$ cat src/hdl/rxfd_pkg.sv
package rxfd_pkg;

    typedef enum logic [2:0] {
        ST_PAYLOAD    = 3'd0,
        ST_EMPTY      = 3'd1,
        ST_ZERO_KEY   = 3'd2,
        ST_BAD_MARKER = 3'd3,
        ST_BAD_TYPE   = 3'd4,
        ST_BAD_LENGTH = 3'd5
    } status_t;

    // Configuration register indexes.
    localparam logic [1:0] CFG_MARKER_KEY = 2'd0;
    localparam logic [1:0] CFG_CODE_MASK  = 2'd1;
    localparam logic [1:0] CFG_MAX_LENGTH = 2'd2;

    // Frame layout, as byte offsets within a frame.
    localparam logic [31:0] WORD_BYTES = 32'd4;
    localparam logic [31:0] POS_MARKER = 32'd1;
    localparam logic [31:0] POS_TYPE   = 32'd2;
    localparam logic [31:0] POS_FLAGS  = 32'd3;
    localparam logic [31:0] POS_LENGTH = 32'd4;
    localparam logic [31:0] POS_OPCODE = POS_LENGTH + WORD_BYTES;
    localparam logic [31:0] HDR_PLAIN  = POS_OPCODE + WORD_BYTES;
    localparam logic [31:0] HDR_PACKED = HDR_PLAIN + WORD_BYTES;

    typedef struct packed {
        logic [7:0]  marker_key;
        logic [7:0]  code_mask;
        logic [31:0] max_length;
    } cfg_t;

    typedef struct packed {
        status_t     status;
        logic [7:0]  data_byte;
        logic        last;
        logic        compressed;
        logic [31:0] op_code;
        logic [31:0] frame_size;
        logic [31:0] unpacked_size;
    } result_t;

endpackage

$ cat src/hdl/rxfd_in_reg.sv
module rxfd_in_reg (
    input  logic       aclk,
    input  logic       aresetn,
    input  logic       s_valid,
    output logic       s_ready,
    input  logic       s_action,
    input  logic [7:0] s_in_byte,
    input  logic       advance,
    output logic       item_valid,
    output logic       item_action,
    output logic [7:0] item_byte
);

    logic       valid_reg;
    logic       valid_next;
    logic       action_reg;
    logic [7:0] byte_reg;

    // The slot frees up in the same cycle that its item moves on.
    assign s_ready    = !valid_reg || advance;
    assign valid_next = s_ready ? s_valid : valid_reg;

    always_ff @(posedge aclk) begin
        if (!aresetn) begin
            valid_reg <= 1'b0;
        end else begin
            valid_reg <= valid_next;
        end
    end

    always_ff @(posedge aclk) begin
        if (s_valid && s_ready) begin
            action_reg <= s_action;
            byte_reg   <= s_in_byte;
        end
    end

    assign item_valid  = valid_reg;
    assign item_action = action_reg;
    assign item_byte   = byte_reg;

endmodule

$ cat src/hdl/rxfd_core.sv
module rxfd_core (
    input  logic             aclk,
    input  logic             aresetn,
    input  logic             advance,
    input  logic             item_action,
    input  logic [7:0]       item_byte,
    input  rxfd_pkg::cfg_t   cfg,
    output logic             res_valid,
    output rxfd_pkg::result_t res
);

    import rxfd_pkg::*;

    logic [31:0] pos_reg, pos_next;
    logic [7:0]  key_reg, key_next;
    logic        disc_reg, disc_next;
    logic        comp_reg, comp_next;
    logic [31:0] len_reg, len_next;
    logic [31:0] op_reg, op_next;
    logic [31:0] orig_reg, orig_next;

    logic [7:0]  plain;
    logic [31:0] hdr;
    logic [31:0] placed;
    status_t     res_status;
    logic [7:0]  res_data;
    logic        res_last;

    assign plain  = item_byte ^ key_reg;
    assign hdr    = comp_reg ? HDR_PACKED : HDR_PLAIN;
    // Little-endian word fields: the low two offset bits pick the byte lane.
    assign placed = {24'd0, plain} << {pos_reg[1:0], 3'b000};

    always_comb begin
        pos_next   = pos_reg;
        key_next   = key_reg;
        disc_next  = disc_reg;
        comp_next  = comp_reg;
        len_next   = len_reg;
        op_next    = op_reg;
        orig_next  = orig_reg;
        res_valid  = 1'b0;
        res_status = ST_PAYLOAD;
        res_data   = 8'd0;
        res_last   = 1'b0;

        if (item_action) begin
            pos_next  = 32'd0;
            key_next  = 8'd0;
            disc_next = 1'b0;
            comp_next = 1'b0;
            len_next  = 32'd0;
            op_next   = 32'd0;
            orig_next = 32'd0;
        end else if (!disc_reg) begin
            if (pos_reg == 32'd0) begin
                comp_next = 1'b0;
                len_next  = 32'd0;
                op_next   = 32'd0;
                orig_next = 32'd0;
                key_next  = item_byte ^ cfg.marker_key;
                if (key_next == 8'd0) begin
                    disc_next  = 1'b1;
                    res_valid  = 1'b1;
                    res_status = ST_ZERO_KEY;
                end else begin
                    pos_next = POS_MARKER;
                end
            end else begin
                key_next = key_reg + 8'd1;
                pos_next = pos_reg + 32'd1;
                if (pos_reg == POS_MARKER) begin
                    if (plain != cfg.marker_key) begin
                        disc_next  = 1'b1;
                        res_valid  = 1'b1;
                        res_status = ST_BAD_MARKER;
                    end
                end else if (pos_reg == POS_TYPE) begin
                    if ((plain & cfg.code_mask) == 8'd0) begin
                        disc_next  = 1'b1;
                        res_valid  = 1'b1;
                        res_status = ST_BAD_TYPE;
                    end
                end else if (pos_reg == POS_FLAGS) begin
                    comp_next = (plain != 8'd0);
                end else if (pos_reg < POS_OPCODE) begin
                    len_next = len_reg | placed;
                    if (pos_reg == POS_OPCODE - 32'd1 &&
                        (len_next < hdr || len_next > cfg.max_length)) begin
                        disc_next  = 1'b1;
                        res_valid  = 1'b1;
                        res_status = ST_BAD_LENGTH;
                    end
                end else if (pos_reg < HDR_PLAIN) begin
                    op_next = op_reg | placed;
                    if (pos_reg == HDR_PLAIN - 32'd1 && !comp_reg &&
                        len_reg == HDR_PLAIN) begin
                        pos_next   = 32'd0;
                        res_valid  = 1'b1;
                        res_status = ST_EMPTY;
                        res_last   = 1'b1;
                    end
                end else if (comp_reg && pos_reg < HDR_PACKED) begin
                    orig_next = orig_reg | placed;
                    if (pos_reg == HDR_PACKED - 32'd1 && len_reg == HDR_PACKED) begin
                        pos_next   = 32'd0;
                        res_valid  = 1'b1;
                        res_status = ST_EMPTY;
                        res_last   = 1'b1;
                    end
                end else begin
                    res_valid  = 1'b1;
                    res_status = ST_PAYLOAD;
                    res_data   = plain;
                    res_last   = (pos_reg == len_reg - 32'd1);
                    if (res_last) begin
                        pos_next = 32'd0;
                    end
                end
            end
        end
    end

    // Header fields reported with a result are those after this byte.
    assign res.status        = res_status;
    assign res.data_byte     = res_data;
    assign res.last          = res_last;
    assign res.compressed    = comp_next;
    assign res.op_code       = op_next;
    assign res.frame_size    = len_next;
    assign res.unpacked_size = orig_next;

    always_ff @(posedge aclk) begin
        if (!aresetn) begin
            pos_reg  <= 32'd0;
            key_reg  <= 8'd0;
            disc_reg <= 1'b0;
            comp_reg <= 1'b0;
            len_reg  <= 32'd0;
            op_reg   <= 32'd0;
            orig_reg <= 32'd0;
        end else if (advance) begin
            pos_reg  <= pos_next;
            key_reg  <= key_next;
            disc_reg <= disc_next;
            comp_reg <= comp_next;
            len_reg  <= len_next;
            op_reg   <= op_next;
            orig_reg <= orig_next;
        end
    end

endmodule

$ cat src/hdl/rxfd_out_reg.sv
module rxfd_out_reg (
    input  logic              aclk,
    input  logic              aresetn,
    input  logic              load,
    input  rxfd_pkg::result_t res,
    output logic              can_load,
    output logic              m_valid,
    input  logic              m_ready,
    output rxfd_pkg::result_t m_res
);

    import rxfd_pkg::*;

    logic    valid_reg;
    logic    valid_next;
    result_t res_reg;

    assign can_load = !valid_reg || m_ready;

    always_comb begin
        valid_next = valid_reg;
        if (load) begin
            valid_next = 1'b1;
        end else if (m_ready) begin
            valid_next = 1'b0;
        end
    end

    always_ff @(posedge aclk) begin
        if (!aresetn) begin
            valid_reg <= 1'b0;
        end else begin
            valid_reg <= valid_next;
        end
    end

    always_ff @(posedge aclk) begin
        if (load) begin
            res_reg <= res;
        end
    end

    assign m_valid = valid_reg;
    assign m_res   = res_reg;

endmodule

$ cat src/hdl/rolling_xor_frame_deframer_top.sv
// Rolling-XOR frame deframer. Each input item is either one encrypted stream
// byte or an abort; an item yields at most one result item, which is a
// decrypted payload byte, an empty-frame notice or an error report, each
// carrying the header fields seen so far. The block takes one item per clock
// cycle while the result stream is not stalled. An item waits in the input
// register, and when it moves on its result is loaded into the result
// register, from which it is offered on the result stream.
// All decoding for an item (key XOR, key increment, offset compare and
// header field capture) sits in the single logic stage between those two
// registers. When the result register is full and not being drained, the
// input register holds its item and s_ready drops; s_ready depends
// combinationally on m_ready. After an error the block reports nothing until
// an abort item arrives. Configuration writes are always taken, and should
// only be issued while the block is idle.
module rolling_xor_frame_deframer_top (
    input  logic        aclk,
    input  logic        aresetn,
    // Input stream.
    input  logic        s_valid,
    output logic        s_ready,
    input  logic        s_action,
    input  logic [7:0]  s_in_byte,
    // Result stream.
    output logic        m_valid,
    input  logic        m_ready,
    output logic [2:0]  m_status,
    output logic [7:0]  m_data_byte,
    output logic        m_last,
    output logic        m_compressed,
    output logic [31:0] m_op_code,
    output logic [31:0] m_frame_size,
    output logic [31:0] m_unpacked_size,
    // Configuration writes.
    input  logic        cfg_valid,
    output logic        cfg_ready,
    input  logic [1:0]  cfg_index,
    input  logic [31:0] cfg_data
);

    import rxfd_pkg::*;

    logic       item_valid;
    logic       item_action;
    logic [7:0] item_byte;
    logic       advance;
    logic       can_load;
    logic       res_valid;
    result_t    res;
    result_t    m_res;
    cfg_t       cfg_reg;
    cfg_t       cfg_next;

    // Configuration registers. An index with no register behind it is
    // accepted and dropped.
    assign cfg_ready = 1'b1;

    always_comb begin
        cfg_next = cfg_reg;
        if (cfg_valid && cfg_ready) begin
            case (cfg_index)
                CFG_MARKER_KEY: cfg_next.marker_key = cfg_data[7:0];
                CFG_CODE_MASK:  cfg_next.code_mask  = cfg_data[7:0];
                CFG_MAX_LENGTH: cfg_next.max_length = cfg_data;
                default:        cfg_next = cfg_reg;
            endcase
        end
    end

    always_ff @(posedge aclk) begin
        if (!aresetn) begin
            cfg_reg.marker_key <= 8'd0;
            cfg_reg.code_mask  <= 8'd1;
            cfg_reg.max_length <= 32'd50000000;
        end else begin
            cfg_reg <= cfg_next;
        end
    end

    // An item is decoded when the result register has room for whatever it
    // may produce; items that produce nothing still wait for that room.
    assign advance = item_valid && can_load;

    rxfd_in_reg u_in_reg (
        .aclk        (aclk),
        .aresetn     (aresetn),
        .s_valid     (s_valid),
        .s_ready     (s_ready),
        .s_action    (s_action),
        .s_in_byte   (s_in_byte),
        .advance     (advance),
        .item_valid  (item_valid),
        .item_action (item_action),
        .item_byte   (item_byte)
    );

    rxfd_core u_core (
        .aclk        (aclk),
        .aresetn     (aresetn),
        .advance     (advance),
        .item_action (item_action),
        .item_byte   (item_byte),
        .cfg         (cfg_reg),
        .res_valid   (res_valid),
        .res         (res)
    );

    rxfd_out_reg u_out_reg (
        .aclk     (aclk),
        .aresetn  (aresetn),
        .load     (advance && res_valid),
        .res      (res),
        .can_load (can_load),
        .m_valid  (m_valid),
        .m_ready  (m_ready),
        .m_res    (m_res)
    );

    assign m_status        = m_res.status;
    assign m_data_byte     = m_res.data_byte;
    assign m_last          = m_res.last;
    assign m_compressed    = m_res.compressed;
    assign m_op_code       = m_res.op_code;
    assign m_frame_size    = m_res.frame_size;
    assign m_unpacked_size = m_res.unpacked_size;

endmodule

$ cat config.mk
export PLATFORM = sky130hd
export DESIGN_NAME = rolling_xor_frame_deframer_top
export DESIGN_NICKNAME = d
export VERILOG_FILES = /design/src/hdl/rxfd_pkg.sv /design/src/hdl/rxfd_in_reg.sv /design/src/hdl/rxfd_core.sv /design/src/hdl/rxfd_out_reg.sv /design/src/hdl/rolling_xor_frame_deframer_top.sv
export SDC_FILE = /design/constraint.sdc
export NUM_CORES = 1
export LEC_CHECK = 0
export ABC_AREA = 1
export BUFFER_PORTS_ARGS = -buffer_cell sky130_fd_sc_hd__buf_2
export CORE_UTILIZATION = 48
export DETAILED_ROUTE_END_ITERATION = 10
export PLACE_DENSITY = 0.76
export SLEW_MARGIN = 10
export SYNTH_ARGS = -nofsm -noshare
export SYNTH_HDL_FRONTEND = slang
export SYNTH_HIERARCHICAL = 1
export SYNTH_SLANG_ARGS = --single-unit
$ cat constraint.sdc
create_clock -name aclk -period 8.2 [get_ports aclk]
set_input_delay 1.64 -clock aclk [delete_from_list [all_inputs] [get_ports aclk]]
set_output_delay 1.64 -clock aclk [all_outputs]
set_load 0.005 [all_outputs]
# Yosys cells after proc, flatten, opt, wreduce, memory -nomap -nowiden

Cells that the tools add are included.

Add/subtract/negate cells: 3
Magnitude comparators: 5
Eq/ne operators: 14
Shift operators: 1
Muxes and demuxes: 86
Bitwise logic cells: 6
Reductions and logical operators: 28

Operators with widths:

| operator                                                               | number |
|---|---|
| 32-bit 2-to-1 mux                                                      | 37 |
| 32-bit by 4-bit equality test with 1-bit output, second input constant | 3 |
| 32-bit OR                                                              | 3 |
| 32-bit by 2-bit equality test with 1-bit output, second input constant | 2 |
| 32-bit by 4-bit < comparator with 1-bit output, second input constant  | 2 |
| 1-bit 2-to-1 mux                                                       | 35 |
| 32-bit by 1-bit adder with 32-bit output, second input constant        | 1 |
| 32-bit by 1-bit equality test with 1-bit output, second input constant | 1 |
| 32-bit by 3-bit equality test with 1-bit output, second input constant | 1 |
| 32-bit equality test                                                   | 1 |
| 32-bit by 5-bit equality test with 1-bit output, second input constant | 1 |
| 32-bit greater-than comparator                                         | 1 |
| 32-bit logical NOT                                                     | 1 |
| 32-bit < comparator                                                    | 1 |
| 32-bit by 5-bit < comparator with 1-bit output, second input constant  | 1 |
| 8-bit by 5-bit left shift with 32-bit output                           | 1 |
| 32-bit by 1-bit subtractor with 32-bit output, second input constant   | 1 |
| 3-bit 2-to-1 mux                                                       | 8 |
| 8-bit 2-to-1 mux                                                       | 3 |
| 8-bit logical NOT                                                      | 2 |
| 8-bit bitwise XOR                                                      | 2 |
| 9-bit OR reduction                                                     | 1 |
| 8-bit by 1-bit adder with 8-bit output, second input constant          | 1 |
| 8-bit AND                                                              | 1 |
| other kinds (17)                                                       | 32 |

Register bits after elaboration: 306
Input bits: 48
Output and inout port bits: 112
Logic and storage cells: 164

# Logic depth before layout (Yosys ltp)

Gate-level depths: netlist (run 1).

Depth after elaboration: 16
Mapped depth: 25
Gate-level depth less buffers: 25

# Modules after synthesis

The synthesis (run 1) kept the hierarchy.

Modules (own cells, without submodules):

| module                         | instances | cells an instance | area each (µm²) | seq. area each (µm²) |
|---|---|---|---|---|
| rxfd_core                      | 1         | 1,806             | 11,195.7        | 2,762.6 |
| rxfd_out_reg                   | 1         | 115               | 3,319.4         | 3,293.2 |
| rolling_xor_frame_deframer_top | 1         | 290               | 1,960.6         | 960.9 |
| rxfd_in_reg                    | 1         | 16                | 321.6           | 290.3 |

# Worst setup path after synthesis (run 1)

Ideal clock, no wire load.

Kind: reg-to-reg
From: reg u_in_reg.byte_reg[5], in the netlist u_in_reg/item_byte[5]
To: reg u_out_reg.valid_reg, in the netlist u_out_reg/m_valid
Library setup time: 79 ps
Arrival time: 7,504 ps
Data required time: 8,121 ps
Path slack: 618 ps
Cell stages (with the launch flop): 25
Path buffers: 0
Period minus slack after synthesis: 7,582 ps
Cells stage by stage: edfxtp_1 or2_2 nand2_1 nor2_1 nor2_1 inv_1 ha_1 nand2_1 nor2_1 nand4_1 nor4_1 o21ai_0 nand2_1 nand2_1 nand2_1 nand2_1 nand2_1 nand2_1 nand2_1 nand2_1 nand2_1 inv_1 nor2_1 inv_1 a21oi_2

Word-level cells in the longest chain between the ends: 16
Elaborated cells on any way between the ends: 26
Classes of those cells: order compare (2); eq/ne (1); shift (1); mux (12); bitwise (4); reduce/logical (6)

Ends and longest elaborated chain:

| item                                                                         | RTL line                              | text |
|---|---|---|
| start, declared                                                              | rxfd_in_reg.sv:17                     | `logic [7:0] byte_reg;` |
| start signal, assigned                                                       | rxfd_in_reg.sv:34                     | `byte_reg <= s_in_byte;` |
| 8-bit bitwise XOR                                                            | rxfd_core.sv:29                       | `assign plain = item_byte ^ key_reg;` |
| 8-bit by 5-bit left shift with 32-bit output                                 | rxfd_core.sv:32                       | `assign placed = {24'd0, plain} << {pos_reg[1:0], 3'b000};` |
| 32-bit OR                                                                    | rxfd_core.sv:87                       | `len_next = len_reg \| placed;` |
| 32-bit < comparator / 32-bit greater-than comparator (equally long branches) | rxfd_core.sv:89                       | `(len_next < hdr \|\| len_next > cfg.max_length)) begin` |
| 1-bit logical OR                                                             | rxfd_core.sv:89                       |  |
| 1-bit logical AND                                                            | rxfd_core.sv:88                       | `if (pos_reg == POS_OPCODE - 32'd1 &&` |
| 1-bit 2-to-1 mux                                                             | rxfd_core.sv:88                       |  |
| 1-bit 2-to-1 mux                                                             | rxfd_core.sv:86                       | `end else if (pos_reg < POS_OPCODE) begin` |
| 1-bit 2-to-1 mux                                                             | rxfd_core.sv:84                       | `end else if (pos_reg == POS_FLAGS) begin` |
| 1-bit 2-to-1 mux                                                             | rxfd_core.sv:78                       | `end else if (pos_reg == POS_TYPE) begin` |
| 1-bit 2-to-1 mux                                                             | rxfd_core.sv:72                       | `if (pos_reg == POS_MARKER) begin` |
| 1-bit 2-to-1 mux (*)                                                         | rxfd_core.sv:56                       | `if (pos_reg == 32'd0) begin` |
| 1-bit 2-to-1 mux (*)                                                         | rxfd_core.sv:55                       | `end else if (!disc_reg) begin` |
| 1-bit 2-to-1 mux (*)                                                         | rxfd_core.sv:47                       | `if (item_action) begin` |
| via res_valid                                                                | rolling_xor_frame_deframer_top.sv:47  | `logic res_valid;` |
| 1-bit logical AND (*)                                                        | rolling_xor_frame_deframer_top.sv:110 | `.load (advance && res_valid),` |
| 1-bit 2-to-1 mux / 2-bit nonzero test (equally long branches)                | n/a                                   |  |
| end signal, assigned                                                         | rxfd_out_reg.sv:33                    | `valid_reg <= valid_next;` |
| end, declared                                                                | rxfd_out_reg.sv:14                    | `logic valid_reg;` |

Mark *: on every way through the listed nets, which the timed path passes. The rest lies on a longest branch.
A chain may end at the register's enable or synchronous reset.

# Final worst setup path (run 1)

From: reg u_in_reg.byte_reg[2], in the netlist u_in_reg/item_byte[2]
To: reg u_out_reg.res_reg, in the netlist u_out_reg/m_res[56] (enable)

Word-level cells in the longest chain between the ends: 15
Elaborated cells on any way between the ends: 24
Classes of those cells: order compare (2); eq/ne (1); shift (1); mux (11); bitwise (4); reduce/logical (5)

Ends and longest elaborated chain:

| item                                                                         | RTL line                              | text |
|---|---|---|
| 8-bit bitwise XOR                                                            | rxfd_core.sv:29                       |  |
| 8-bit by 5-bit left shift with 32-bit output                                 | rxfd_core.sv:32                       |  |
| 32-bit OR                                                                    | rxfd_core.sv:87                       |  |
| 32-bit < comparator / 32-bit greater-than comparator (equally long branches) | rxfd_core.sv:89                       |  |
| 1-bit logical OR                                                             | rxfd_core.sv:89                       |  |
| 1-bit logical AND                                                            | rxfd_core.sv:88                       |  |
| 1-bit 2-to-1 mux                                                             | rxfd_core.sv:88                       |  |
| 1-bit 2-to-1 mux                                                             | rxfd_core.sv:86                       |  |
| 1-bit 2-to-1 mux                                                             | rxfd_core.sv:84                       |  |
| 1-bit 2-to-1 mux                                                             | rxfd_core.sv:78                       |  |
| 1-bit 2-to-1 mux                                                             | rxfd_core.sv:72                       |  |
| 1-bit 2-to-1 mux (*)                                                         | rxfd_core.sv:56                       |  |
| 1-bit 2-to-1 mux (*)                                                         | rxfd_core.sv:55                       |  |
| 1-bit 2-to-1 mux (*)                                                         | rxfd_core.sv:47                       |  |
| via res_valid                                                                | rolling_xor_frame_deframer_top.sv:47  |  |
| 1-bit logical AND (*)                                                        | rolling_xor_frame_deframer_top.sv:110 |  |
| end signal, assigned                                                         | rxfd_out_reg.sv:39                    | `res_reg <= res;` |
| end, declared                                                                | rxfd_out_reg.sv:16                    | `result_t res_reg;` |

Marks and branches as above.

==> impl_results.md, run 1 <==
- Synth top area share: 22.4%
- Most frequent cells in the layout: nand2_1, inv_1, nor2_1
- Clk sinks: ~300
- Largest net degree at the start of global routing: approximately 130
- Fmax: 206 MHz
- FP Rows: 68
- Cells after DPL: about 2800
- Fin nets: 2424
- Final hold violation count: 0
- IO Count: 160
- Fin util: between 50% and 60%
- Clk_skew: roughly 0.033 ns
- Vias: between 15000 and 20000
- Placement Setup Slack: between 3 and 4 ns
- Synth Area per Inst: 7.54 sq um
- Worst path max stage delay: approximately 0.7 ns
- Mapped Cells: approximately 2200
- CTS tree: yes
- Crit share post-route: about 60%
- Hpwl dp: 36800 um
- PwrDens: approximately 220 nW/um^2
- Root Buffer: clkbuf_16
- RSZ-0062 raised after global routing: false
- # H-tree levels: 2
- Number of global-route vias before repair: roughly 14000
- Worst hold path endpoint: cfg_reg[15]$_SDFFE_PN1P_
- Antenna violations before repair: 0
- Crit path buffers/inverters: 3
- Area growth from synthesis to layout: 12.6%
- Reg clk slew, reported paths: 0.06 ns
- Setup violators final: 0
- CP endpoint kind: flop
- Most frequent cell on the critical path: nand2_1
- CTS buffer count: 35
- Worst path required time: 8.34 ns
- Layout Cells excl Fill: between 2000 and 3000
- WL per Instance: 17.9 um
- Post-synthesis net count: between 2000 and 2500
- Hold Crit Depth: 2
- Post-synthesis sequential area ratio: between 40% and 50%
- Starting Density: between 40% and 50%
- First-pass GRT wire length: about 78000 um
- CORE AREA: about 34000 sq um
- Die H: about 190 um
- Worst r2r path cells: 20
- GRT Util Overall: 27.8%
- Met1 wire length: 21600 um
- Number of flip-flops under the largest register name: around 110
- CP Class: reg -> reg
- Clock latency on the worst-skew pair: ~0.53 ns
- Element type at the critical path start: flop
- Number of remaining DRC errors: 0
- Vias per cell: between 5 and 6
- Top routing layer in use: met4
- Hold path start: cfg_reg[15]$_SDFFE_PN1P_
- Area leader, netlist: dfxtp_1
- CTS Hold Bufs: 0
- Met3 Wirelength: 3840 um
- DR WL met2: 23300 um
- Reg2reg setup slack: ~3.3 ns
- Worst Tran Pin Value: 1.20 ns
- Worst Hold Class: reg -> reg
- Crit-path leading delay family: simple AND/OR/NAND/NOR gates
- Setup tns final: 0 ns
- FF-to-FF End: u_out_reg/m_res[56]$_DFFE_PP_
- Buffers on Ports: approximately 160
- Slew Viols, Final: 0
- Initial drt markers: 1603
- Post-synth EDFFs: about 120
- Ys flop type: dfxtp_1
- FF-to-FF Start: u_in_reg/item_byte[2]$_DFFE_PP_
- Max clock buf depth: 3
- Die span in x: ~190 um
- Routability cong.: between 0.9 and 1
- Ys async rst share: 0%
- Tmin final: approximately 4.9 ns
- Flop and latch count out of synthesis: roughly 310
- Cells along the critical path: xnor2_1 -> inv_1 -> nand3_1 -> nand2_1 -> ha_1 -> nand2_1 -> nor4_1 -> o21ai_0 -> nand2_1 -> nand2_1 -> nand2_1 -> nand2_1 -> nand2_1 -> nand2_1 -> nand2_1 -> nand2_1 -> nand2_1 -> inv_1 -> nor2_4 -> buf_12
- Synth area leaders: dfxtp_1, edfxtp_1, nand2_1
- Outcome: finished clean
- Post-CTS Setup Inserts: 0
- Leakage: about 8.5 nW
- Grt total ovfl: 0
- Post_cts resized: 0
- Slowest-stage cell, CP: xnor2_1
- Commonest non-fill, non-tap cell in the layout: nand2_1
- Antenna cells: 0
- Cell count along the critical path: 20
- Post-synthesis cell type count: 53
- Peak VDD IR: between 0.1 and 0.15 mV
- Worst slew margin: around 20%
- Synthesized area: around 17000 sq um
- Proportion of layout cells with a drive suffix above 1: a little over an eighth
- Critical path fanouts, max: 92
- Final worst slack: between 3 and 4 ns
- Antenna-violating nets left: 0
- Fill count: ~3300
- Drt pass-1 iters: 6
- Max cap viols: 0
- Yosys warnings: 6
- Die Area: 35700 sq um
- Worst EP arrival: about 5.0 ns
- Post-Route WL: 50300 um
[worst max-delay path by stage]
stage | start | end | slack, ns
6_report | u_in_reg/item_byte[2]$_DFFE_PP_ | u_out_reg/m_res[56]$_DFFE_PP_ | 3.34
5_1_grt | u_in_reg/item_byte[2]$_DFFE_PP_ | u_out_reg/m_res[33]$_DFFE_PP_ | 3.17
4_1_cts | u_in_reg/item_byte[2]$_DFFE_PP_ | u_out_reg/m_res[86]$_DFFE_PP_ | 3.51
3_5_place_dp | u_in_reg/item_byte[2]$_DFFE_PP_ | u_out_reg/m_res[59]$_DFFE_PP_ | 3.55
3_3_place_gp | u_in_reg/item_byte[4]$_DFFE_PP_ | u_out_reg/m_res[85]$_DFFE_PP_ | 3.75
2_1_floorplan | u_in_reg/item_byte[5]$_DFFE_PP_ | u_out_reg/m_valid$_SDFFE_PN0P_ | 0.62
[kinds of logic after synthesis]
family | after synthesis | share of synthesized area, %
buf+inv | 434 | 10.2
simple gates | 990 | 25.4
xor+xnor | 71 | 3.70
flops | 306 | 43.5
compound gates | 385 | 14.2
fa+ha+maj | 40 | 2.98
other cells | 1 | 0.0223
[worst min-delay path, cell delays in order, from the launching register on]
cell and delay, ns:
dfxtp_1 0.32, nand2_1 0.05, nand3_1 0.06
[area by class of cell]
cell class / instances / area [sq um] / share of cell area (%)
multi-input combinational: 1487 / 7790 / 41.2
timing repair buffer: 167 / 873 / 4.62
sequential: 306 / 7310 / 38.6
clock inverter: 12 / 130 / 0.688
tap: 455 / 569 / 3.01
inverter: 339 / 1270 / 6.74
clock buffer: 52 / 970 / 5.13
[Yosys cell counts, drive strengths merged (2+ instances only)]
cell type	n
xor2	37
nor2	317
dfxtp	188
a221oi	2
ha	40
o211ai	5
nor3	24
clkinv	2
xnor2	34
or2	6
inv	337
nor4	14
a211oi	32
nand2	456
edfxtp	118
o21a	15
buf	40
nand3b	9
a21oi	159
o21bai	66
a31oi	2
clkbuf	55
nand3	126
o21ai	95
nand4	35
o31ai	3
[stage by stage]
stage          instance area [sq um]  hold WS (ns)  total power, W
5_1_grt                        18900         0.493         0.00429
3_3_place_gp                   17800         0.454         0.00260
6_report                       18900         0.470         0.00410
2_1_floorplan                  16800         0.429         0.00236
4_1_cts                        18900         0.472         0.00411
3_5_place_dp                   17800         0.458         0.00261
[where the power goes]
| group | switching [W] | total, W | internal [W] |
|---|---|---|---|
| clock network | 0.000639 | 0.00150 | 0.000863 |
| logic | 0.000571 | 0.000820 | 0.000249 |
| registers | 0.0000775 | 0.00178 | 0.00170 |
| total | 0.00129 | 0.00410 | 0.00282 |
[per-layer routing]
metal  GRT usage (%)  up-vias
li1                -     7422
met1            38.1     7088
met2            45.1      657
met3            3.56      107
met4            9.62        0
met5               0        -
(Power assumes the default switching activity.)
==> inputs of run 2 (changes only) <==
--- a/config.mk
+++ b/config.mk
@@ -9,7 +9,7 @@
 export BUFFER_PORTS_ARGS = -buffer_cell sky130_fd_sc_hd__buf_2
 export CORE_UTILIZATION = 48
 export DETAILED_ROUTE_END_ITERATION = 10
-export PLACE_DENSITY = 0.76
+export PLACE_DENSITY = 0.74
 export SLEW_MARGIN = 10
 export SYNTH_ARGS = -nofsm -noshare
 export SYNTH_HDL_FRONTEND = slang
==> constraint.sdc (replaced) <==
create_clock -name aclk -period 5.1 [get_ports aclk]
set_input_delay 1.02 -clock aclk [delete_from_list [all_inputs] [get_ports aclk]]
set_output_delay 1.02 -clock aclk [all_outputs]
set_load 0.005 [all_outputs]
==> impl_results.md, run 2 (synthesized netlist as in run 1, its figures left out) <==
- Outcome: finished clean (unchanged)
- Vias per cell: 5.42 (about the same)
- Crit share post-route: 86.3% (was 59.3%)
- Cells along the critical path: or2_2 -> nand2_1 -> inv_1 -> nand3_1 -> nand2_1 -> ha_1 -> nand4_1 -> nor4_1 -> o21ai_0 -> nand2_1 -> nand2_1 -> nand2_1 -> nand2_1 -> nand2_1 -> nand2_1 -> nand2_1 -> nand2_1 -> nand2_1 -> inv_1 -> nor2_4 -> buf_12 (was xnor2_1 -> inv_1 -> nand3_1 -> nand2_1 -> ha_1 -> nand2_1 -> nor4_1 -> o21ai_0 -> nand2_1 -> nand2_1 -> nand2_1 -> nand2_1 -> nand2_1 -> nand2_1 -> nand2_1 -> nand2_1 -> nand2_1 -> inv_1 -> nor2_4 -> buf_12)
- Most frequent cells in the layout: nand2_1, inv_1, nor2_1 (unchanged)
- Crit-path leading delay family: simple AND/OR/NAND/NOR gates (unchanged)
- Final hold violation count: 0 (unchanged)
- First-pass GRT wire length: 79200 um (was 78000 um)
- Post-Route WL: 50900 um (was 50300 um)
- Antenna-violating nets left: 0 (unchanged)
- Root Buffer: clkbuf_16 (unchanged)
- # H-tree levels: 2 (unchanged)
- WL per Instance: 18.0 um (was 17.9 um)
- CTS buffer count: 35 (unchanged)
- Antenna cells: 0 (unchanged)
- Hpwl dp: 37500 um (was 36800 um)
- Post-CTS Setup Inserts: 0 (unchanged)
- Reg clk slew, reported paths: 0.06 ns (about the same)
- CP Class: reg -> reg (unchanged)
- Buffers on Ports: 158 (unchanged)
- Starting Density: 48.7% (unchanged)
- Die span in x: 189 um (unchanged)
- Grt total ovfl: 0 (unchanged)
- Worst slew margin: 20.5% (was 20.1%)
- Placement Setup Slack: 0.774 ns (was 3.55 ns)
- Largest net degree at the start of global routing: 127 (was 133)
- CP endpoint kind: flop (unchanged)
- Crit path buffers/inverters: 3 (unchanged)
- CORE AREA: 34500 sq um (unchanged)
- Antenna violations before repair: 0 (unchanged)
- PwrDens: 353 nW/um^2 (was 217 nW/um^2)
- Element type at the critical path start: flop (unchanged)
- CTS Hold Bufs: 0 (unchanged)
- Clock latency on the worst-skew pair: 0.54 ns (was 0.53 ns)
- Peak VDD IR: 0.277 mV (was 0.133 mV)
- IO Count: 160 (unchanged)
- Number of global-route vias before repair: 14140 (was 14138)
- Worst path required time: 5.26 ns (was 8.34 ns)
- Proportion of layout cells with a drive suffix above 1: 13.6% (was 13.2%)
- Final worst slack: 0.699 ns (was 3.34 ns)
- Leakage: 8.57 nW (was 8.53 nW)
- Worst path max stage delay: 0.57 ns (was 0.72 ns)
- Drt pass-1 iters: 6 (unchanged)
- Area growth from synthesis to layout: 13.1% (was 12.6%)
- Vias: 15302 (was 15274)
- Worst EP arrival: 4.56 ns (was 5.00 ns)
- Slowest-stage cell, CP: nor4_1 (was xnor2_1)
- Clk_skew: 0.0138 ns (was 0.0328 ns)
- Commonest non-fill, non-tap cell in the layout: nand2_1 (unchanged)
- Tmin final: 4.40 ns (was 4.86 ns)
- RSZ-0062 raised after global routing: false (unchanged)
- Fmax: 227 MHz (was 206 MHz)
- Most frequent cell on the critical path: nand2_1 (unchanged)
- GRT Util Overall: 28.4% (was 27.8%)
- Initial drt markers: 1297 (was 1603)
- Max clock buf depth: 3 (unchanged)
- Slew Viols, Final: 0 (unchanged)
- Die H: 189 um (unchanged)
- Die Area: 35700 sq um (unchanged)
- Setup tns final: 0 ns (unchanged)
- Fill count: 3283 (was 3251)
- Critical path fanouts, max: 90 (was 92)
- CTS tree: yes (unchanged)
- Power Total: 0.00670 W (was 0.00410 W)
- Fin nets: 2430 (was 2424)
- Number of flip-flops under the largest register name: 109 (unchanged)
- Post_cts resized: 0 (unchanged)
- Number of remaining DRC errors: 0 (unchanged)
- Setup violators final: 0 (unchanged)
- FP Rows: 68 (unchanged)
- Clk sinks: 306 (unchanged)
- Routability cong.: 0.957 (about the same)
- Worst Hold Class: reg -> reg (unchanged)
- Worst Tran Pin Value: 1.19 ns (was 1.20 ns)
- Max cap viols: 0 (unchanged)
## run 2: path summary, 6_finish.rpt
kind,slack [ns],endpoint,cells after the start,from
max,0.70,u_out_reg/m_res[90]$_DFFE_PP_,21,u_in_reg/item_byte[5]$_DFFE_PP_
min,0.47,cfg_reg[20]$_SDFFE_PN1P_,2,cfg_reg[20]$_SDFFE_PN1P_
max reg2reg,0.70,u_out_reg/m_res[90]$_DFFE_PP_,21,u_in_reg/item_byte[5]$_DFFE_PP_
min reg2reg,0.47,cfg_reg[20]$_SDFFE_PN1P_,2,cfg_reg[20]$_SDFFE_PN1P_
## run 2: final cells by class
class	count	area (sq um)	share of cell area (%)
Multi-Input combinational cell	1487	7790	41.0
Sequential cell	306	7310	38.5
Tap cell	455	569	3.00
Clock inverter	13	140	0.738
Inverter	339	1270	6.71
Timing Repair Buffer	173	918	4.84
Clock buffer	51	997	5.25
## run 2: worst register-to-register path: cells and delay by family (launching register included)
| family | cells | cell delay, ns |
|---|---|---|
| buf+inv | 3 | 0.53 |
| simple gates | 16 | 2.36 |
| flops | 1 | 0.41 |
| fa+ha+maj | 1 | 0.31 |
| compound gates | 1 | 0.20 |
## run 2: power breakdown
group	switching [W]	leakage, nW	internal (W)
sequential	0.000121	2.62	0.00274
clock	0.00103	0.545	0.00147
combinational	0.000931	5.41	0.000408
total	0.00208	8.57	0.00462
## run 2: per-stage QoR
step | std cells | util (%) | instance area [sq um] | hold slack, ns
5_1_grt | 2824 | 55.1 | 19000 | 0.496
2_1_floorplan | 2227 | - | 16800 | 0.429
3_5_place_dp | 2760 | 51.8 | 17900 | 0.459
3_3_place_gp | 2760 | 51.8 | 17900 | 0.454
6_report | 2824 | 55.1 | 19000 | 0.473
4_1_cts | 2824 | 55.1 | 19000 | 0.473
## run 2: metal layers
metal / GRT usage (%) / up-vias / share of wire (%)
li1: - / 7441 / -
met1: 39.7 / 7144 / 44
met2: 45.5 / 631 / 46
met3: 3.82 / 86 / 7.2
met4: 8.59 / 0 / 2.7
met5: 0 / - / 0
==> inputs of run 3 (changes only) <==
--- a/config.mk
+++ b/config.mk
@@ -5,7 +5,6 @@
 export SDC_FILE = /design/constraint.sdc
 export NUM_CORES = 1
 export LEC_CHECK = 0
-export ABC_AREA = 1
 export BUFFER_PORTS_ARGS = -buffer_cell sky130_fd_sc_hd__buf_2
 export CORE_UTILIZATION = 48
 export DETAILED_ROUTE_END_ITERATION = 10
==> impl_results.md, run 3 <==
- Outcome: finished clean (unchanged)
- CTS Hold Bufs: 0 (unchanged)
- Post-synthesis net count: 1790 (was 2315)
- Crit share post-route: 86.8% (was 86.3%)
- Area growth from synthesis to layout: 14.0% (was 13.1%)
- Max clock buf depth: 3 (unchanged)
- Worst slew margin: 28.7% (was 20.5%)
- Slew Viols, Final: 0 (unchanged)
- Largest net degree at the start of global routing: 111 (was 127)
- Post-Route WL: 44400 um (was 50900 um)
- Element type at the critical path start: flop (unchanged)
- Fin nets: 1896 (was 2430)
- WL per Instance: 19.6 um (was 18.0 um)
- Flop and latch count out of synthesis: 306 (unchanged)
- Critical path fanouts, max: 110 (was 90)
- Antenna violations before repair: 0 (unchanged)
- Setup tns final: 0 ns (unchanged)
- Synth Area per Inst: 9.19 sq um (was 7.54 sq um)
- Post_cts resized: 0 (unchanged)
- Placement Setup Slack: 0.811 ns (was 0.774 ns)
- Setup violators final: 0 (unchanged)
- Tmin final: 4.43 ns (was 4.40 ns)
- Most frequent cells in the layout: nor2_1, dfxtp_1, buf_2 (was nand2_1, inv_1, nor2_1)
- Worst Tran Pin Value: 1.06 ns (was 1.19 ns)
- Root Buffer: clkbuf_16 (unchanged)
- Vias per cell: 5.81 (was 5.42)
- Die H: 182 um (was 189 um)
- RSZ-0062 raised after global routing: false (unchanged)
- CORE AREA: 31800 sq um (was 34500 sq um)
- Clk sinks: 306 (unchanged)
- First-pass GRT wire length: 68600 um (was 79200 um)
- Antenna cells: 0 (unchanged)
- FP Rows: 65 (was 68)
- Area leader, netlist: dfxtp_1 (unchanged)
- Post-CTS Setup Inserts: 0 (unchanged)
- Fmax: 226 MHz (was 227 MHz)
- Area of placed instances: 16800 sq um (was 17900 sq um)
- Clock latency on the worst-skew pair: 0.59 ns (was 0.54 ns)
- Proportion of layout cells with a drive suffix above 1: 14.7% (was 13.6%)
- Number of remaining DRC errors: 0 (unchanged)
- Drt pass-1 iters: 5 (was 6)
- Mapped Cells: 1702 (was 2227)
- Hpwl dp: 31800 um (was 37500 um)
- PwrDens: 316 nW/um^2 (was 353 nW/um^2)
- Yosys warnings: 6 (unchanged)
- CP Class: reg -> reg (unchanged)
- Fin util: 56.1% (was 55.1%)
- IO Count: 160 (unchanged)
- Synth top area share: 24.1% (was 22.4%)
- Clk_skew: 0.0260 ns (was 0.0138 ns)
- Final Cell Area: 17800 sq um (was 19000 sq um)
- GRT Util Overall: 26.2% (was 28.4%)
- Worst path required time: 5.32 ns (was 5.26 ns)
- Routability cong.: 0.976 (was 0.957)
- Buffers on Ports: 158 (unchanged)
- Grt total ovfl: 0 (unchanged)
- Register area: 7310 sq um (unchanged)
- Commonest non-fill, non-tap cell in the layout: nor2_1 (was nand2_1)
- Final hold violation count: 0 (unchanged)
- Multi-input gate area: 7570 sq um (was 7790 sq um)
- Power Total: 0.00564 W (was 0.00670 W)
- CTS tree: yes (unchanged)
- Reg clk slew, reported paths: 0.06 ns (about the same)
- Antenna-violating nets left: 0 (unchanged)
- Worst EP arrival: 4.65 ns (was 4.56 ns)
- Synth top cells by count: nor2_1, dfxtp_1, a21oi_1 (was nand2_1, inv_1, nor2_1)
- Peak VDD IR: 0.231 mV (was 0.277 mV)
- Final worst slack: 0.673 ns (was 0.699 ns)
- Post-synth EDFFs: 118 (unchanged)
- Ys async rst share: 0% (unchanged)
- CP endpoint kind: flop (unchanged)
- Vias: 13181 (was 15302)
- Worst Hold Class: reg -> reg (unchanged)
- Number of flip-flops under the largest register name: 109 (unchanged)
- Synthesized area: 15600 sq um (was 16800 sq um)
- CTS buffer count: 31 (was 35)
- Die span in x: 182 um (was 189 um)
- Die Area: 33300 sq um (was 35700 sq um)
- Fill count: 2835 (was 3283)
- Most frequent cell after synthesis: nor2_1 (was nand2_1)
- Leakage: 6.97 nW (was 8.57 nW)
- Starting Density: 49.2% (was 48.7%)
- # H-tree levels: 1 (was 2)
- Ys flop type: dfxtp_1 (unchanged)
- Post-synthesis sequential area ratio: 46.7% (was 43.5%)
- Synth area leaders: dfxtp_1, edfxtp_1, mux2i_1 (was dfxtp_1, edfxtp_1, nand2_1)
- Post-synthesis cell type count: 73 (was 53)
- Max cap viols: 0 (unchanged)
- Number of global-route vias before repair: 12143 (was 14140)
- Initial drt markers: 1464 (was 1297)
-- run 3: changes by cell type after synthesis, moves of 68 or more --
cell and change:
nand2_1 -318, nor2_1 -68, nand3_1 -77, mux2i_1 +107, o21ai_0 -69, inv_1 -259
nor2b_1 +80
-- run 3: critical path: stages (launching register included) --
cell       delay [ns]
dfxtp_1          0.68
nor2_1           0.29
nand2_1          0.13
nand2_1          0.09
ha_1             0.20
nor3_1           0.14
nand4_1          0.12
nor2_1           0.18
nand4b_1         0.13
or4_1            0.46
nor3_1           0.25
o2111ai_1        0.23
a31o_2           0.28
a21oi_1          0.16
and3_4           0.21
buf_12           0.37
-- run 3: cells by family after synthesis --
| kind of cell | synth area share [%] |
|---|---|
| and+or+nand+nor | 20.9 |
| muxes | 6.85 |
| buffers and inverters | 4.98 |
| DFF | 46.7 |
| xor gates and xnor gates | 4.74 |
| other | 0.0240 |
| AOI/OAI and AO/OA | 12.6 |
| adders and majority gates | 3.20 |
-- run 3: final timing paths --
path | startpoint | to | slack (ns) | depth (start not counted)
worst max-delay path | u_core/pos_reg[0]$_SDFFE_PN0P_ | u_out_reg/m_res[48]$_DFFE_PP_ | 0.67 | 15
worst min-delay path | cfg_reg[30]$_SDFFE_PN0P_ | cfg_reg[30]$_SDFFE_PN0P_ | 0.46 | 2
worst max register to register | u_core/pos_reg[0]$_SDFFE_PN0P_ | u_out_reg/m_res[48]$_DFFE_PP_ | 0.67 | 15
worst min register to register | cfg_reg[30]$_SDFFE_PN0P_ | cfg_reg[30]$_SDFFE_PN0P_ | 0.46 | 2
-- run 3: per-stage QoR --
| stage | hold WS, ns | instances |
|---|---|---|
| 2_1_floorplan | 0.434 | 1702 |
| 3_3_place_gp | 0.444 | 2210 |
| 3_5_place_dp | 0.451 | 2210 |
| 6_report | 0.459 | 2268 |
| 4_1_cts | 0.460 | 2268 |
| 5_1_grt | 0.483 | 2268 |
-- run 3: routing by layer --
layer  track usage [%]  vias to the layer above  wire, um
li1                  -                     6200         -
met1              37.5                     6337     20200
met2              41.2                      547     19800
met3              3.29                       97      3200
met4              7.80                        0      1250
met5                 0                        -         0
-- run 3: final cells by class --
cell class              instances  area share (%)
inverters                      65            1.37
well taps                     435            3.05
multi-input cells            1205            42.5
flip-flops and latches        306            41.0
clock inverters                12           0.877
repair buffers                199            6.25
clock buffers                  46            5.00
-- run 3: power by group --
group	internal [W]	total [W]	switching [W]	leakage, nW
clock network	0.00137	0.00233	0.000967	0.516
logic	0.000262	0.000701	0.000438	3.83
registers	0.00257	0.00261	0.0000394	2.62
total	0.00420	0.00564	0.00145	6.97
